--- src/rtl/phtfr_pkg.sv ---
// phtfr_pkg: types, constants and register codes for the pixel hit type filter
// and remapper; used by the channel interfaces and the top level
`default_nettype none

package phtfr_pkg;

	// fixed field widths
	localparam int unsigned SID_W    = 6;
	localparam int unsigned POS_W    = 9;
	localparam int unsigned CHARGE_W = 32;
	localparam int unsigned NCOL_W   = 12;
	localparam int unsigned CFG_W    = 9;
	localparam int unsigned CFG_IDX_W = 3;

	// grid geometry
	localparam logic [POS_W-1:0] FIRST_ROW   = POS_W'(1);
	localparam int unsigned      RECT_PERIOD = 3;
	localparam int unsigned      HEX_PERIOD  = 4;

	// region types
	typedef enum logic [1:0] {
		TYPE_OFF  = 2'd0,
		TYPE_FE   = 2'd1,
		TYPE_RECT = 2'd2,
		TYPE_HEX  = 2'd3
	} region_type_t;

	// configuration register indexes
	typedef enum logic [CFG_IDX_W-1:0] {
		CFG_SELECTED_TYPE    = 3'd0,
		CFG_LAYOUT_FIRST_COL = 3'd1,
		CFG_METAL_FIRST_COL  = 3'd2,
		CFG_METAL_LAST_COL   = 3'd3,
		CFG_METAL_FIRST_ROW  = 3'd4,
		CFG_METAL_END_ROW    = 3'd5,
		CFG_HEX_FIRST_ROW    = 3'd6,
		CFG_LAYOUT_LAST_ROW  = 3'd7
	} cfg_reg_t;

	// input transaction
	typedef struct packed {
		logic                hit_present;
		logic [SID_W-1:0]    sensor_id;
		logic [POS_W-1:0]    col;
		logic [POS_W-1:0]    row;
		logic [CHARGE_W-1:0] charge_word;
		logic                frame_last;
	} hit_in_t;

	// result transaction
	typedef struct packed {
		logic [SID_W-1:0]         out_sensor_id;
		logic                     hit_valid;
		logic signed [NCOL_W-1:0] new_col;
		logic [POS_W-1:0]         new_row;
		logic [CHARGE_W-1:0]      out_charge_word;
		logic                     out_frame_last;
	} hit_out_t;

endpackage

`default_nettype wire

--- src/rtl/phtfr_if.sv ---
// phtfr_if: valid/ready channel interfaces for hit input and result output
// depends on phtfr_pkg for the payload types
`default_nettype none

interface phtfr_in_if;
	import phtfr_pkg::*;
	logic    valid;
	logic    ready;
	hit_in_t data;
	modport source (output valid, output data, input ready);
	modport sink (input valid, input data, output ready);
endinterface

interface phtfr_out_if;
	import phtfr_pkg::*;
	logic     valid;
	logic     ready;
	hit_out_t data;
	modport source (output valid, output data, input ready);
	modport sink (input valid, input data, output ready);
endinterface

`default_nettype wire

--- src/rtl/pixel_hit_type_filter_remap_top.sv ---
// pixel_hit_type_filter_remap_top: sorts hits into region types, keeps the
// selected type and remaps kept hits onto the grid; uses phtfr_pkg, phtfr_if
//
// channel    dir   carries
// in_ch      in    hit_present, sensor_id, col, row, charge_word, frame_last
// out_ch     out   out_sensor_id, hit_valid, new_col, new_row, out_charge_word,
//                  out_frame_last
// cfg_*      in    write enable, register index, 9-bit write data
//
// one transaction per cycle sustained while the output side is not stalled; a result
// passes through the input register, then the result register
// dropped hits that do not close a frame give no result and leave stage one
// without waiting for the output side
// reset clears valid flags and loads the configuration defaults
// a stalled result holds in the output register while stage one still fills
`default_nettype none

module pixel_hit_type_filter_remap_top (
	input  wire logic                               clk,
	input  wire logic                               arst_n,
	phtfr_in_if.sink                                in_ch,
	phtfr_out_if.source                             out_ch,
	input  wire logic                               cfg_we,
	input  wire logic [phtfr_pkg::CFG_IDX_W-1:0]    cfg_index,
	input  wire logic [phtfr_pkg::CFG_W-1:0]        cfg_wdata
);
	import phtfr_pkg::*;

	// configuration registers
	region_type_t     sel_type_q;
	logic [POS_W-1:0] layout_first_col_q;
	logic [POS_W-1:0] metal_first_col_q;
	logic [POS_W-1:0] metal_last_col_q;
	logic [POS_W-1:0] metal_first_row_q;
	logic [POS_W-1:0] metal_end_row_q;
	logic [POS_W-1:0] hex_first_row_q;
	logic [POS_W-1:0] layout_last_row_q;

	// pipeline
	logic     v_s1;
	hit_in_t  hit_s1;
	logic     out_v_q;
	hit_out_t out_q;

	// datapath
	region_type_t             rtype;
	logic                     kept;
	logic                     emit;
	logic signed [NCOL_W-1:0] col_new;
	logic [POS_W-1:0]         row_new;
	logic                     out_free;
	logic                     s1_go;
	logic                     in_take;

	// configuration writes
	always_ff @(posedge clk or negedge arst_n) begin
		if (!arst_n) begin
			sel_type_q         <= TYPE_RECT;
			layout_first_col_q <= POS_W'(1);
			metal_first_col_q  <= POS_W'(9);
			metal_last_col_q   <= POS_W'(72);
			metal_first_row_q  <= POS_W'(1);
			metal_end_row_q    <= POS_W'(300);
			hex_first_row_q    <= POS_W'(150);
			layout_last_row_q  <= POS_W'(336);
		end else if (cfg_we) begin
			case (cfg_reg_t'(cfg_index))
				CFG_SELECTED_TYPE:    sel_type_q         <= region_type_t'(cfg_wdata[1:0]);
				CFG_LAYOUT_FIRST_COL: layout_first_col_q <= cfg_wdata;
				CFG_METAL_FIRST_COL:  metal_first_col_q  <= cfg_wdata;
				CFG_METAL_LAST_COL:   metal_last_col_q   <= cfg_wdata;
				CFG_METAL_FIRST_ROW:  metal_first_row_q  <= cfg_wdata;
				CFG_METAL_END_ROW:    metal_end_row_q    <= cfg_wdata;
				CFG_HEX_FIRST_ROW:    hex_first_row_q    <= cfg_wdata;
				CFG_LAYOUT_LAST_ROW:  layout_last_row_q  <= cfg_wdata;
				default: ;
			endcase
		end
	end

	// region classification, first matching rule wins
	always_comb begin
		logic metal_cols;
		metal_cols = (hit_s1.col >= metal_first_col_q) && (hit_s1.col <= metal_last_col_q);
		if ((hit_s1.col >= layout_first_col_q) && (hit_s1.col < metal_first_col_q) &&
		    (hit_s1.row >= FIRST_ROW) && (hit_s1.row <= layout_last_row_q))
			rtype = TYPE_FE;
		else if (metal_cols && (hit_s1.row >= metal_end_row_q) &&
		         (hit_s1.row <= layout_last_row_q))
			rtype = TYPE_FE;
		else if (metal_cols && (hit_s1.row >= metal_first_row_q) &&
		         (hit_s1.row < hex_first_row_q))
			rtype = TYPE_RECT;
		else if (metal_cols && (hit_s1.row >= hex_first_row_q) &&
		         (hit_s1.row < metal_end_row_q))
			rtype = TYPE_HEX;
		else
			rtype = TYPE_OFF;
	end

	assign kept = hit_s1.hit_present && (rtype == sel_type_q);
	assign emit = kept || hit_s1.frame_last;

	// grid remap of the column and row
	always_comb begin
		logic [POS_W-1:0]         d_even;
		logic [POS_W:0]           d_odd;
		logic [POS_W:0]           d_hex;
		logic signed [NCOL_W-1:0] r_base;
		logic signed [NCOL_W-1:0] r_lb;
		logic signed [NCOL_W-1:0] h_base;
		logic signed [NCOL_W-1:0] h_lb;
		logic                     x_odd;
		logic                     even_dc;
		logic                     y_even;
		logic                     first;
		logic [1:0]               ph;
		logic [POS_W:0]           y_inc;

		// double-column offsets from the first metallized column
		d_even  = hit_s1.col - metal_first_col_q;
		d_odd   = {1'b0, hit_s1.col} - {1'b0, metal_first_col_q} + (POS_W+1)'(1);
		r_base  = NCOL_W'(d_even[POS_W-1:1]) * NCOL_W'(RECT_PERIOD);
		r_lb    = NCOL_W'(d_odd[POS_W:1]) * NCOL_W'(RECT_PERIOD) - NCOL_W'(1);
		h_base  = NCOL_W'(d_even[POS_W-1:1]) * NCOL_W'(HEX_PERIOD);
		h_lb    = NCOL_W'(d_odd[POS_W:1]) * NCOL_W'(HEX_PERIOD);
		x_odd   = hit_s1.col[0];
		// even double column: bit one of col for odd col, inverted for even col
		even_dc = x_odd ? hit_s1.col[1] : ~hit_s1.col[1];
		y_even  = ~hit_s1.row[0];
		first   = (hit_s1.row == FIRST_ROW);
		d_hex   = {1'b0, hit_s1.row} - {1'b0, hex_first_row_q};
		ph      = d_hex[1:0];
		y_inc   = {1'b0, hit_s1.row} + (POS_W+1)'(1);

		col_new = NCOL_W'(hit_s1.col);
		row_new = hit_s1.row;
		case (rtype)
			TYPE_RECT: begin
				row_new = y_inc[POS_W:1];
				if (!x_odd) begin
					if (even_dc)
						col_new = y_even ? (first ? r_base : r_base + NCOL_W'(2))
						                 : r_base + NCOL_W'(1);
					else
						col_new = y_even ? (first ? r_base : r_base + NCOL_W'(1)) : r_base;
				end else begin
					if (even_dc)
						col_new = y_even ? (first ? r_lb : r_lb - NCOL_W'(2))
						                 : r_lb - NCOL_W'(1);
					else
						col_new = y_even ? (first ? r_lb : r_lb - NCOL_W'(1)) : r_lb;
				end
			end
			TYPE_HEX: begin
				row_new = d_hex[POS_W:1];
				if (!x_odd) begin
					case (ph)
						2'd0:    col_new = h_base + NCOL_W'(1);
						2'd1:    col_new = h_base;
						2'd2:    col_new = even_dc ? h_base + NCOL_W'(1) : h_base;
						default: col_new = even_dc ? h_base : h_base + NCOL_W'(1);
					endcase
				end else begin
					case (ph)
						2'd0:    col_new = h_lb - NCOL_W'(2);
						2'd1:    col_new = h_lb - NCOL_W'(1);
						2'd2:    col_new = even_dc ? h_lb - NCOL_W'(2) : h_lb - NCOL_W'(1);
						default: col_new = even_dc ? h_lb - NCOL_W'(1) : h_lb - NCOL_W'(2);
					endcase
				end
			end
			default: begin
				col_new = NCOL_W'(hit_s1.col);
				row_new = hit_s1.row;
			end
		endcase
	end

	// flow control
	assign out_free    = !out_v_q || out_ch.ready;
	assign s1_go       = v_s1 && (!emit || out_free);
	assign in_ch.ready = !v_s1 || s1_go;
	assign in_take     = in_ch.valid && in_ch.ready;

	// input register
	always_ff @(posedge clk or negedge arst_n) begin
		if (!arst_n)
			v_s1 <= 1'b0;
		else if (in_take)
			v_s1 <= 1'b1;
		else if (s1_go)
			v_s1 <= 1'b0;
	end

	always_ff @(posedge clk) begin
		if (in_take)
			hit_s1 <= in_ch.data;
	end

	// result register
	always_ff @(posedge clk or negedge arst_n) begin
		if (!arst_n)
			out_v_q <= 1'b0;
		else if (s1_go && emit)
			out_v_q <= 1'b1;
		else if (out_ch.ready)
			out_v_q <= 1'b0;
	end

	always_ff @(posedge clk) begin
		if (s1_go && emit) begin
			out_q.out_sensor_id   <= hit_s1.sensor_id;
			out_q.hit_valid       <= kept;
			out_q.new_col         <= kept ? col_new : '0;
			out_q.new_row         <= kept ? row_new : '0;
			out_q.out_charge_word <= kept ? hit_s1.charge_word : '0;
			out_q.out_frame_last  <= hit_s1.frame_last;
		end
	end

	assign out_ch.valid = out_v_q;
	assign out_ch.data  = out_q;

	// a result without a kept hit only closes a frame
	a_empty_is_frame_end: assert property (@(posedge clk) disable iff (!arst_n)
		out_v_q && !out_q.hit_valid |-> out_q.out_frame_last)
		else $error("result without hit does not close a frame");

	// a result without a kept hit carries a cleared payload
	a_empty_cleared: assert property (@(posedge clk) disable iff (!arst_n)
		out_v_q && !out_q.hit_valid |->
			(out_q.new_col == '0) && (out_q.new_row == '0) && (out_q.out_charge_word == '0))
		else $error("result without hit carries stale payload");

	// an accepted transaction always lands in stage one
	a_take_fills_s1: assert property (@(posedge clk) disable iff (!arst_n)
		in_ch.valid && in_ch.ready |=> v_s1)
		else $error("accepted transaction lost before stage one");

	// a result leaves stage one only into a free output register
	a_no_overwrite: assert property (@(posedge clk) disable iff (!arst_n)
		out_v_q && !out_ch.ready |=> $stable(out_q))
		else $error("stalled result overwritten");

endmodule

`default_nettype wire
--- src/flat_wrapper.sv ---
// flat-port wrapper written by rule: the top's interface ports become plain ports
module pixel_hit_type_filter_remap_top_flat import phtfr_pkg::*;
  (clk, arst_n, cfg_we, cfg_index, cfg_wdata, in_ch_valid, in_ch_data, in_ch_ready, out_ch_valid, out_ch_data, out_ch_ready);
  phtfr_in_if in_ch_i ();
  phtfr_out_if out_ch_i ();
  input  wire logic clk;
  input  wire logic arst_n;
  input  wire logic cfg_we;
  input  wire logic [phtfr_pkg::CFG_IDX_W-1:0] cfg_index;
  input  wire logic [phtfr_pkg::CFG_W-1:0] cfg_wdata;
  input wire logic [$bits(in_ch_i.valid)-1:0] in_ch_valid;
  input wire logic [$bits(in_ch_i.data)-1:0] in_ch_data;
  output wire logic [$bits(in_ch_i.ready)-1:0] in_ch_ready;
  output wire logic [$bits(out_ch_i.valid)-1:0] out_ch_valid;
  output wire logic [$bits(out_ch_i.data)-1:0] out_ch_data;
  input wire logic [$bits(out_ch_i.ready)-1:0] out_ch_ready;
  assign in_ch_i.valid = in_ch_valid;
  assign in_ch_i.data = in_ch_data;
  assign in_ch_ready = in_ch_i.ready;
  assign out_ch_valid = out_ch_i.valid;
  assign out_ch_data = out_ch_i.data;
  assign out_ch_i.ready = out_ch_ready;
  pixel_hit_type_filter_remap_top u_core (.clk(clk), .arst_n(arst_n), .in_ch(in_ch_i), .out_ch(out_ch_i), .cfg_we(cfg_we), .cfg_index(cfg_index), .cfg_wdata(cfg_wdata));
endmodule
--- config.mk ---
export PLATFORM = sky130hd
export DESIGN_NAME = pixel_hit_type_filter_remap_top_flat
export DESIGN_NICKNAME = d
export VERILOG_FILES = /design/src/rtl/phtfr_pkg.sv /design/src/rtl/phtfr_if.sv /design/src/rtl/pixel_hit_type_filter_remap_top.sv /design/src/flat_wrapper.sv
export SDC_FILE = /design/constraint.sdc
export NUM_CORES = 1
export LEC_CHECK = 0
export ABC_AREA = 1
export BUFFER_PORTS_ARGS = -buffer_cell sky130_fd_sc_hd__buf_2
export CORE_MARGIN = 5
export CORE_UTILIZATION = 30
export CTS_CLUSTER_DIAMETER = 200
export CTS_CLUSTER_SIZE = 10
export DETAILED_ROUTE_END_ITERATION = 16
export GPL_ROUTABILITY_DRIVEN = 0
export GPL_TIMING_DRIVEN = 0
export PLACE_DENSITY_LB_ADDON = 0.3
export SETUP_SLACK_MARGIN = 0.4
export SKIP_LAST_GASP = 1
export SYNTH_ARGS = -nofsm -noshare
export SYNTH_HDL_FRONTEND = slang
export SYNTH_SLANG_ARGS = --single-unit
--- constraint.sdc ---
create_clock -name clk -period 7.3 [get_ports clk]
set_input_delay 1.46 -clock clk [delete_from_list [all_inputs] [get_ports clk]]
set_output_delay 1.46 -clock clk [all_outputs]
set_load 0.02 [all_outputs]
==> results of run 1 <==
worst max-delay path, stage by stage (launching register included):
cell and delay [ns]:
edfxtp_1 0.49, inv_1 0.13, clkbuf_1 0.63, ha_1 0.28, inv_1 0.06, fa_1 0.36, nand2_1 0.09, nand2_1 0.06
a21oi_2 0.19, nor2_1 0.06, nor3_1 0.18, inv_1 0.11, a21oi_2 0.17, nand4_2 0.20, nand2_1 0.18, nand3_1 0.08
nand2_1 0.11, nand3_4 0.22, nand2_1 0.23, nand2_1 0.09, buf_2 0.17
cell usage after synthesis (all sizes together), types with 10 or more instances:
cell type    n
ha         102
nor2       113
xor2        21
edfxtp     119
a31oi       18
nand4       20
nand2      342
inv        234
or2         11
clkbuf      14
dfstp       18
nand3       78
buf         11
dfrtp       49
o211ai      10
o21ai      101
nor3        17
a21oi       71
state kept, by name (all words and copies together), names as in the netlist:
| register | count |
|---|---|
| u_core.hex_first_row_q | 9 |
| u_core.hit_s1 | 58 |
| u_core.layout_first_col_q | 9 |
| u_core.layout_last_row_q | 9 |
| u_core.metal_end_row_q | 9 |
| u_core.metal_first_col_q | 9 |
| u_core.metal_first_row_q | 9 |
| u_core.metal_last_col_q | 9 |
| u_core.out_ch.data | 61 |
| u_core.out_ch.valid | 1 |
| u_core.sel_type_q | 2 |
| u_core.v_s1 | 1 |
stage by stage:
| stage | TNS, ns | setup slack (ns) | power [mW] | cell area (um^2) | hold slack [ns] |
|---|---|---|---|---|---|
| final | 0 | 1.31 | 5.59 | 14000 | 0.425 |
| after global routing | 0 | 0.953 | 6.09 | 14000 | 0.439 |
| after CTS | 0 | 1.27 | 5.60 | 14000 | 0.424 |
| after detailed placement | 0 | 1.77 | 4.68 | 13400 | 0.406 |
| after global placement | -93.36 | -1.62 | 4.61 | 13300 | 0.401 |
| after floorplan | 0 | 1.13 | 3.91 | 12000 | 0.400 |
path summary, 6_finish.rpt:
path                       cells past startpoint  slack, ns                      endpoint
max in group asynchronous                      1       5.63   u_core.layout_last_row_q[7]
min reg2reg                                    0       0.43        u_core.out_ch.data[57]
max                                           20       1.31                   in_ch_ready
min                                            0       0.43        u_core.out_ch.data[57]
min in group asynchronous                      1       1.10  u_core.layout_first_col_q[7]
max reg2reg                                   23       2.10        u_core.out_ch.data[51]
routing by layer:
layer | track usage | vias up | routed length, um
li1 | - | 4981 | -
met1 | 0.195 | 4514 | 14600
met2 | 0.259 | 225 | 16400
met3 | 0.0244 | 41 | 1600
met4 | 0.0457 | 0 | 672
met5 | 0 | - | 0
power by group through the flow:
| stage | registers [mW] | logic [mW] | clock network, mW |
|---|---|---|---|
| detailed placement | 1.40 | 3.28 | 0 |
| CTS | 1.38 | 3.29 | 0.930 |
| floorplan | 1.45 | 2.46 | 0 |
| finish | 1.38 | 3.30 | 0.906 |
| global placement | 1.41 | 3.21 | 0 |
| global route | 1.39 | 3.72 | 0.975 |
final cells by class:
cell class / instances / area, um^2
inverters: 235 / 883
well taps: 525 / 657
clock inverters: 14 / 148
repair buffers: 140 / 756
flip-flops and latches: 186 / 5270
clock buffers: 18 / 429
diodes: 1 / 2.50
fillers: 4140 / 25700
multi-input cells: 961 / 5700
plain buffers: 25 / 138
cell families after synthesis:
family | Yosys count | share of synthesized area
AOI/OAI and AO/OA | 231 | 0.111
adders and majority gates | 110 | 0.120
buffers and inverters | 260 | 0.0852
and+or+nand+nor | 590 | 0.220
DFF | 186 | 0.440
xor gates and xnor gates | 30 | 0.0238
==> flow_summary.yaml, run 1 <==
run_status:
  status: "complete, no violations"
layout:
  area_growth_pct: 16.7
  final_common_cell: "nand2_1"
  final_cell_mix: "nand2_1, inv_1, buf_2"
  final_nets: 1751
  drive_above_1_share: 0.174
  final_core_util: 0.353
  stdcell_count: 2105
clock_tree:
  clock-sinks: 186
  cts_resized: 0
  cts_hold_buf: 0
  tritoncts: "built"
  clk_path_buf_depth: 2
  ctsRootBufferMaster: "clkbuf_16"
  clk_pin_slew_ns: 0.08
  htree_num_levels: 4
  clock_latency_ns: 0.45
  post_cts.repair.setup_buffers: 0
  cts_made_buffers: 17
timing:
  clock_skew_ns: 0.0187
  fmax_ghz: 0.167
  setup-violations-final: 0
  timing.final.crit_period_ns: 5.99
  slew-limit-headroom: 0.215
  rsz0062_at_grt: "false"
  slew_violations: 0
  fin_crit_sh: 0.821
  finalHoldViolCount: 0
  worstMarginPinSlew_ns: 1.17
logic_synthesis:
  synth_edf_count: 119
  synth_nets: 1592
  ys_ff_latch: 186
  yosys.area.top_type: "edfxtp_1"
  netlist_instances: 1407
  synth_top_area_frac: 0.298
  avgSynthCellArea_um2: 8.52
  async_reset_ff_frac: 0.360
  synth_area_leaders: "edfxtp_1, ha_1, dfrtp_1"
  yosysSeqAreaShare: 0.440
  syn_area_mm2: 0.0120
  ys_types: 58
  ys.flop_type: "edfxtp_1"
  ys_warn_count: 0
global_routing:
  grt-ovfl-total: 0
  grt_max_degree: 68
  antenna_found_initial: 1
  grt_first_pass_wirelength_mm: 52.6
  grt_usage: 0.151
  grt_pass1_vias: 9680
run:
  cap_violations: 0
setup_path:
  critical_path_arrival_ns: 4.53
  endpoint_kind: "output pin"
  critPathRequiredTime_ns: 5.84
  critPathLaunch: "u_core.hit_s1[33]"
  path_class: "reg2out"
  start_kind: "register"
  r2r-start: "u_core.hit_s1[42]"
  worst-path-max-fanout: 13
power_and_ir_drop:
  switching_share: 0.487
  power_leakage_nw: 6.53
  switchingPower_mw: 2.72
  sequentialPowerShare: 0.247
  ir_drop_mv: 0.225
  p_int_mw: 2.86
  p_clk_frac: 0.162
  power.density_mw_per_mm2: 399
  p_comb_frac: 0.591
die:
  initial_core_util: 0.302
  die-area_mm2: 0.0441
  core_mm2: 0.0396
  die_h_um: 210
  io_pins: 138
  rows: 73
  die_w_um: 210
place:
  numPortBuffers: 137
  dp_hpwl_mm: 26.1
  dp.cells: 2072
routing:
  routedWlPerCell_um: 15.8
  drt_wl_total_mm: 33.3
  drc_errors: 0
  first_iter_violations: 645
  vias_per_cell: 4.64
  ant_nets: 0
  vias: 9761
  dr.pass1.iters: 6
worst_hold_path:
  min_path_type: "reg2reg"
  min-delay-start: "u_core.hit_s1[53]"
No activity file was read; power rests on OpenSTA's default activity.
==> run 2: changes to the inputs <==
clock period = 6.3 ns   (was 7.3 ns; I/O delays follow)
==> run 2 against run 1 <==
  * Critical endpoint unchanged
  * Cell count is the same
  * Non-clock buffer count up 1
  * Highest routed layer unchanged
  * Register-to-register slack worse by 1.1 ns
  * Routed wire length barely moved
  * Setup slack worse by 0.44 ns
  * Critical path type unchanged
  * Via count rose by 1.1%
==> flow_summary.yaml, run 2 (same netlist as run 1, synthesis figures left out) <==
layout:
  fillCellCount: 4133
  area_growth_pct: 17.3
  design_area_mm2: 0.0141
  final_common_cell: "nand2_1"
  final_core_util: 0.355
  drive_above_1_share: 0.176
  final_cell_mix: "nand2_1, inv_1, buf_2"
  final_nets: 1752
  antennaDiodeCount: 0
  largest_reg_flops: 61
  stdcell_count: 2105
setup_path:
  worst-path-max-fanout: 12
  endpoint_kind: "output pin"
  critPathRequiredTime_ns: 5.04
  critical_path_arrival_ns: 4.17
  path_class: "reg2out"
  start_kind: "register"
  reg2reg_depth: 21
routing:
  dr.pass1.iters: 6
  ant_nets: 0
  first_iter_violations: 801
  drc_errors: 0
  vias_per_cell: 4.69
  vias: 9864
  drt_wl_total_mm: 33.2
  routedWlPerCell_um: 15.8
clock_tree:
  clk_path_buf_depth: 2
  htree_num_levels: 4
  clock-sinks: 186
  cts_hold_buf: 0
  clk_pin_slew_ns: 0.08
  tritoncts: "built"
  clock_latency_ns: 0.44
  ctsRootBufferMaster: "clkbuf_16"
  cts_made_buffers: 17
die:
  core_mm2: 0.0396
  io_pins: 138
  die_w_um: 210
  die-area_mm2: 0.0441
  initial_core_util: 0.302
  rows: 73
  die_h_um: 210
power_and_ir_drop:
  ir_drop_mv: 0.275
  p_comb_frac: 0.590
  p_total_mw: 6.52
  switching_share: 0.489
  p_int_mw: 3.33
  switchingPower_mw: 3.19
  power_leakage_nw: 6.57
  sequentialPowerShare: 0.245
  power.density_mw_per_mm2: 464
  p_clk_frac: 0.166
global_routing:
  grt-ovfl-total: 0
  antenna_found_initial: 0
  grt_first_pass_wirelength_mm: 52.4
  grt_usage: 0.149
  grt_max_degree: 68
  grt_pass1_vias: 9465
place:
  dp.cells: 2073
  numPortBuffers: 137
  dp_slack_ns: 0.992
  placed_cell_area_mm2: 0.0134
  dp_hpwl_mm: 26.1
timing:
  timing.final.crit_period_ns: 5.43
  finalHoldViolCount: 0
  fin_crit_sh: 0.862
  setup-violations-final: 0
  worstMarginPinSlew_ns: 1.21
  fmax_ghz: 0.184
  setup_tns_ns: 0
  rsz0062_at_grt: "false"
  hold_ws_ns: 0.416
  worst_slack_ns: 0.870
  slew_violations: 0
  clock_skew_ns: 0.0186
  slew-limit-headroom: 0.186
worst_hold_path:
  min_path_type: "reg2reg"
  whs_path_depth: 0
run:
  cap_violations: 0
run_status:
  status: "complete, no violations"
[run 2: layer usage]
| layer | global-route usage | vias to the layer above | wire length [um] |
|---|---|---|---|
| met2 | 0.259 | 272 | 16400 |
| met1 | 0.199 | 4585 | 15000 |
| li1 | - | 4978 | - |
| met3 | 0.0211 | 29 | 1400 |
| met5 | 0 | - | 0 |
| met4 | 0.0340 | 0 | 457 |
[run 2: final cells by class]
class / instances / area [um^2] / area share
Clock buffer: 17 / 425 / 0.0302
Tap cell: 525 / 657 / 0.0467
Timing Repair Buffer: 141 / 791 / 0.0562
Buffer: 25 / 139 / 0.00988
Multi-Input combinational cell: 961 / 5700 / 0.406
Sequential cell: 186 / 5270 / 0.375
Clock inverter: 15 / 191 / 0.0136
Inverter: 235 / 883 / 0.0628
[run 2: path summary, 6_finish.rpt]
| kind | startpoint | end | slack, ns |
|---|---|---|---|
| max in group asynchronous | arst_n | u_core.hex_first_row_q[8] | 4.80 |
| setup / recovery | u_core.hit_s1[42] | in_ch_ready | 0.87 |
| min in group asynchronous | arst_n | u_core.layout_first_col_q[7] | 0.91 |
| hold reg to reg | u_core.hit_s1[56] | u_core.out_ch.data[60] | 0.42 |
| hold / removal | u_core.hit_s1[56] | u_core.out_ch.data[60] | 0.42 |
| setup reg to reg | u_core.hit_s1[43] | u_core.out_ch.data[47] | 1.00 |
[run 2: power by group through the flow]
| stage | sequential, mW | clock, mW | combinational [mW] |
|---|---|---|---|
| after floorplan | 1.67 | 0 | 2.86 |
| after global placement | 1.63 | 0 | 3.71 |
| after detailed placement | 1.62 | 0 | 3.79 |
| after CTS | 1.60 | 1.12 | 3.81 |
| after global routing | 1.62 | 1.16 | 4.33 |
| final | 1.60 | 1.08 | 3.84 |
[run 2: repair_timing]
| action | CTS | global route |
|---|---|---|
| resized for setup | 0 | 2 |
| endpoints found under the setup margin | 0 | 1 |
| setup buffers | 0 | 0 |
| endpoints found under the hold margin | 0 | 0 |
[run 2: worst max-delay path, cell delays in order, from the launching register on]
cell	delay, ns
edfxtp_1	0.52
inv_1	0.26
clkbuf_1	0.59
ha_1	0.30
nand3b_1	0.13
nand2_1	0.11
a21boi_2	0.24
o21bai_4	0.10
a31oi_4	0.18
nand2_2	0.11
nand2_2	0.12
nor2_4	0.06
nor2_8	0.12
nand3_1	0.08
nand2_1	0.12
nand3_4	0.20
nand2_1	0.22
nand2_1	0.09
buf_2	0.17
==> run 3: changes to the inputs <==
ABC_AREA = not set   (was 1)
SKIP_CTS_REPAIR_TIMING = 1   (was not set)
==> run 3 against run 2 <==
  * Maximum frequency decreased by 2.5%
  * Critical path type is now reg2reg
  * Flip-flop and latch count unchanged
  * Routed wire length decreased by 5.2%
  * Largest cell class unchanged
  * Count of clock-buffer cells in the layout unchanged
  * Register-to-register slack got worse by 0.27 ns
  * Critical path depth increased by 2
  * Cell count decreased by 15%
  * First-iteration DRC count decreased by 21%
  * Synthesized area decreased by 3.2%
  * Clock skew decreased by 0.00074 ns
==> flow_summary.yaml, run 3 <==
run_status:
  status: "complete, no violations"
logic_synthesis:
  async_reset_ff_frac: 0.360
  avgSynthCellArea_um2: 10.5
  synth_nets: 1292
  netlist_instances: 1107
  ys_types: 84
  ys_warn_count: 0
  ys_ff_latch: 186
  synthMostInstantiatedCell: "edfxtp_1"
  synth_edf_count: 119
  synth_top_area_frac: 0.308
  netlist_top_cells_count: "edfxtp_1, ha_1, inv_1"
  yosysSeqAreaShare: 0.454
  yosys.area.top_type: "edfxtp_1"
  ys.flop_type: "edfxtp_1"
  syn_area_mm2: 0.0116
  synth_area_leaders: "edfxtp_1, ha_1, dfrtp_1"
global_routing:
  grt_usage: 0.146
  grt-ovfl-total: 0
  grt_max_degree: 59
  antenna_found_initial: 0
  grt_first_pass_wirelength_mm: 48.7
  grt_pass1_vias: 8759
power_and_ir_drop:
  power_leakage_nw: 5.69
  p_total_mw: 7.06
  ir_drop_mv: 0.314
  switchingPower_mw: 3.27
  power.density_mw_per_mm2: 514
  switching_share: 0.464
  p_comb_frac: 0.609
  p_clk_frac: 0.156
  sequentialPowerShare: 0.236
  p_int_mw: 3.78
timing:
  slew_violations: 0
  setup-violations-final: 0
  clock_skew_ns: 0.0179
  fin_crit_sh: 0.884
  fmax_ghz: 0.180
  worstMarginPinSlew_ns: 1.20
  timing.final.crit_period_ns: 5.57
  rsz0062_at_grt: "false"
  setup_tns_ns: 0
  slew-limit-headroom: 0.200
  finalHoldViolCount: 0
setup_path:
  start_kind: "register"
  endpoint_kind: "register"
  path_buf_inv: 3
  critPathLaunch: "u_core.hit_s1[43]"
  worst_path_largest_cell_delay_ns: 0.54
  path_class: "reg2reg"
  critPathRequiredTime_ns: 6.49
  crit_family: "simple AND/OR/NAND/NOR gates"
  r2r-start: "u_core.hit_s1[43]"
  cpMaxStageDelayCell: "edfxtp_1"
  critical_path.most_common_cell: "ha_1"
  crit_chain: "inv_1 -> ha_1 -> inv_1 -> ha_1 -> ha_1 -> o21ai_1 -> a31oi_1 -> a21oi_1 -> xnor2_2 -> nand2_1 -> ha_1 -> clkdlybuf4s15_1 -> nor2_1 -> nand4_1 -> mux2_4 -> o221a_2 -> or3_4 -> or4_1 -> a211oi_2 -> nor3_1"
  worst-path-max-fanout: 7
  critical_path_arrival_ns: 5.76
run:
  cap_violations: 0
layout:
  drive_above_1_share: 0.215
  antennaDiodeCount: 0
  stdcell_count: 1799
  area_growth_pct: 18.4
  final_nets: 1453
  largest_reg_flops: 61
  final_core_util: 0.357
  final_cell_mix: "buf_2, edfxtp_1, ha_1"
  final_common_cell: "buf_2"
routing:
  routedWlPerCell_um: 17.5
  drc_errors: 0
  first_iter_violations: 634
  drt_wl_total_mm: 31.5
  ant_nets: 0
  vias_per_cell: 4.94
  dr.pass1.iters: 5
  vias: 8885
die:
  rows: 72
  io_pins: 138
  die_w_um: 207
  initial_core_util: 0.302
  die-area_mm2: 0.0427
  die_h_um: 207
  core_mm2: 0.0385
clock_tree:
  tritoncts: "built"
  ctsRootBufferMaster: "clkbuf_16"
  clk_pin_slew_ns: 0.09
  clock-sinks: 186
  clk_path_buf_depth: 2
  cts_made_buffers: 17
  htree_num_levels: 4
  clock_latency_ns: 0.45
worst_hold_path:
  min-delay-start: "u_core.hit_s1[54]"
  min_path_type: "reg2reg"
place:
  dp_hpwl_mm: 24.0
  numPortBuffers: 133
  dp.cells: 1761
[run 3: changes by cell type in the layout (fill, tap and decap cells not counted), sizes merged, moves of 24 or more]
cell   previous run  this run
a21oi            71        47
xnor2             9        36
nor2            113        66
nand3            78        29
o21ai           101        72
inv             241       108
and2              1        34
nand2           342        91
mux2              0        41
[run 3: path summary, 6_finish.rpt]
kind	endpoint	slack, ns	depth (start not counted)
max	u_core.out_ch.data[52]	0.73	20
min	u_core.out_ch.data[58]	0.42	0
max reg2reg	u_core.out_ch.data[52]	0.73	20
min reg2reg	u_core.out_ch.data[58]	0.42	0
max in group asynchronous	u_core.metal_first_col_q[0]	4.94	2
min in group asynchronous	u_core.metal_first_row_q[1]	0.73	1
[run 3: cell type report]
cell class | count | area (um^2)
Buffer | 29 | 151
Timing Repair Buffer | 142 | 788
Clock inverter | 15 | 193
Inverter | 102 | 383
Multi-Input combinational cell | 790 | 5870
Sequential cell | 186 | 5270
Clock buffer | 17 | 425
Tap cell | 518 | 648
Fill cell | 3900 | 24700
[run 3: logic make-up after synthesis]
group,count (synthesis),synth area share
buffers and inverters,131,0.0459
AND/OR/NAND/NOR,321,0.141
AO/OA/AOI/OAI,253,0.144
flip-flops,186,0.454
multiplexers,49,0.0470
adder cells (fa/ha/maj),110,0.124
XOR/XNOR,57,0.0443
[run 3: per-layer routing]
metal / GRT usage / routed length [um]
met5: 0 / 0
met4: 0.0359 / 448
met3: 0.0302 / 1740
met2: 0.238 / 14900
met1: 0.199 / 14400
[run 3: metrics by stage]
step / instance area (um^2) / setup slack, ns / hold slack [ns]
after floorplan: 11600 / 0.909 / 0.400
after global placement: 12900 / -0.986 / 0.400
after detailed placement: 13000 / 0.165 / 0.405
after CTS: 13600 / 0.170 / 0.419
after global routing: 13700 / 0.451 / 0.420
final: 13700 / 0.731 / 0.415
[run 3: power by group through the flow]
stage | sequential, mW | combinational (mW) | clock [mW]
global placement | 1.70 | 4.13 | 0
global route | 1.69 | 4.79 | 1.19
CTS | 1.67 | 4.24 | 1.14
detailed placement | 1.69 | 4.21 | 0
finish | 1.66 | 4.29 | 1.10
floorplan | 1.74 | 3.16 | 0
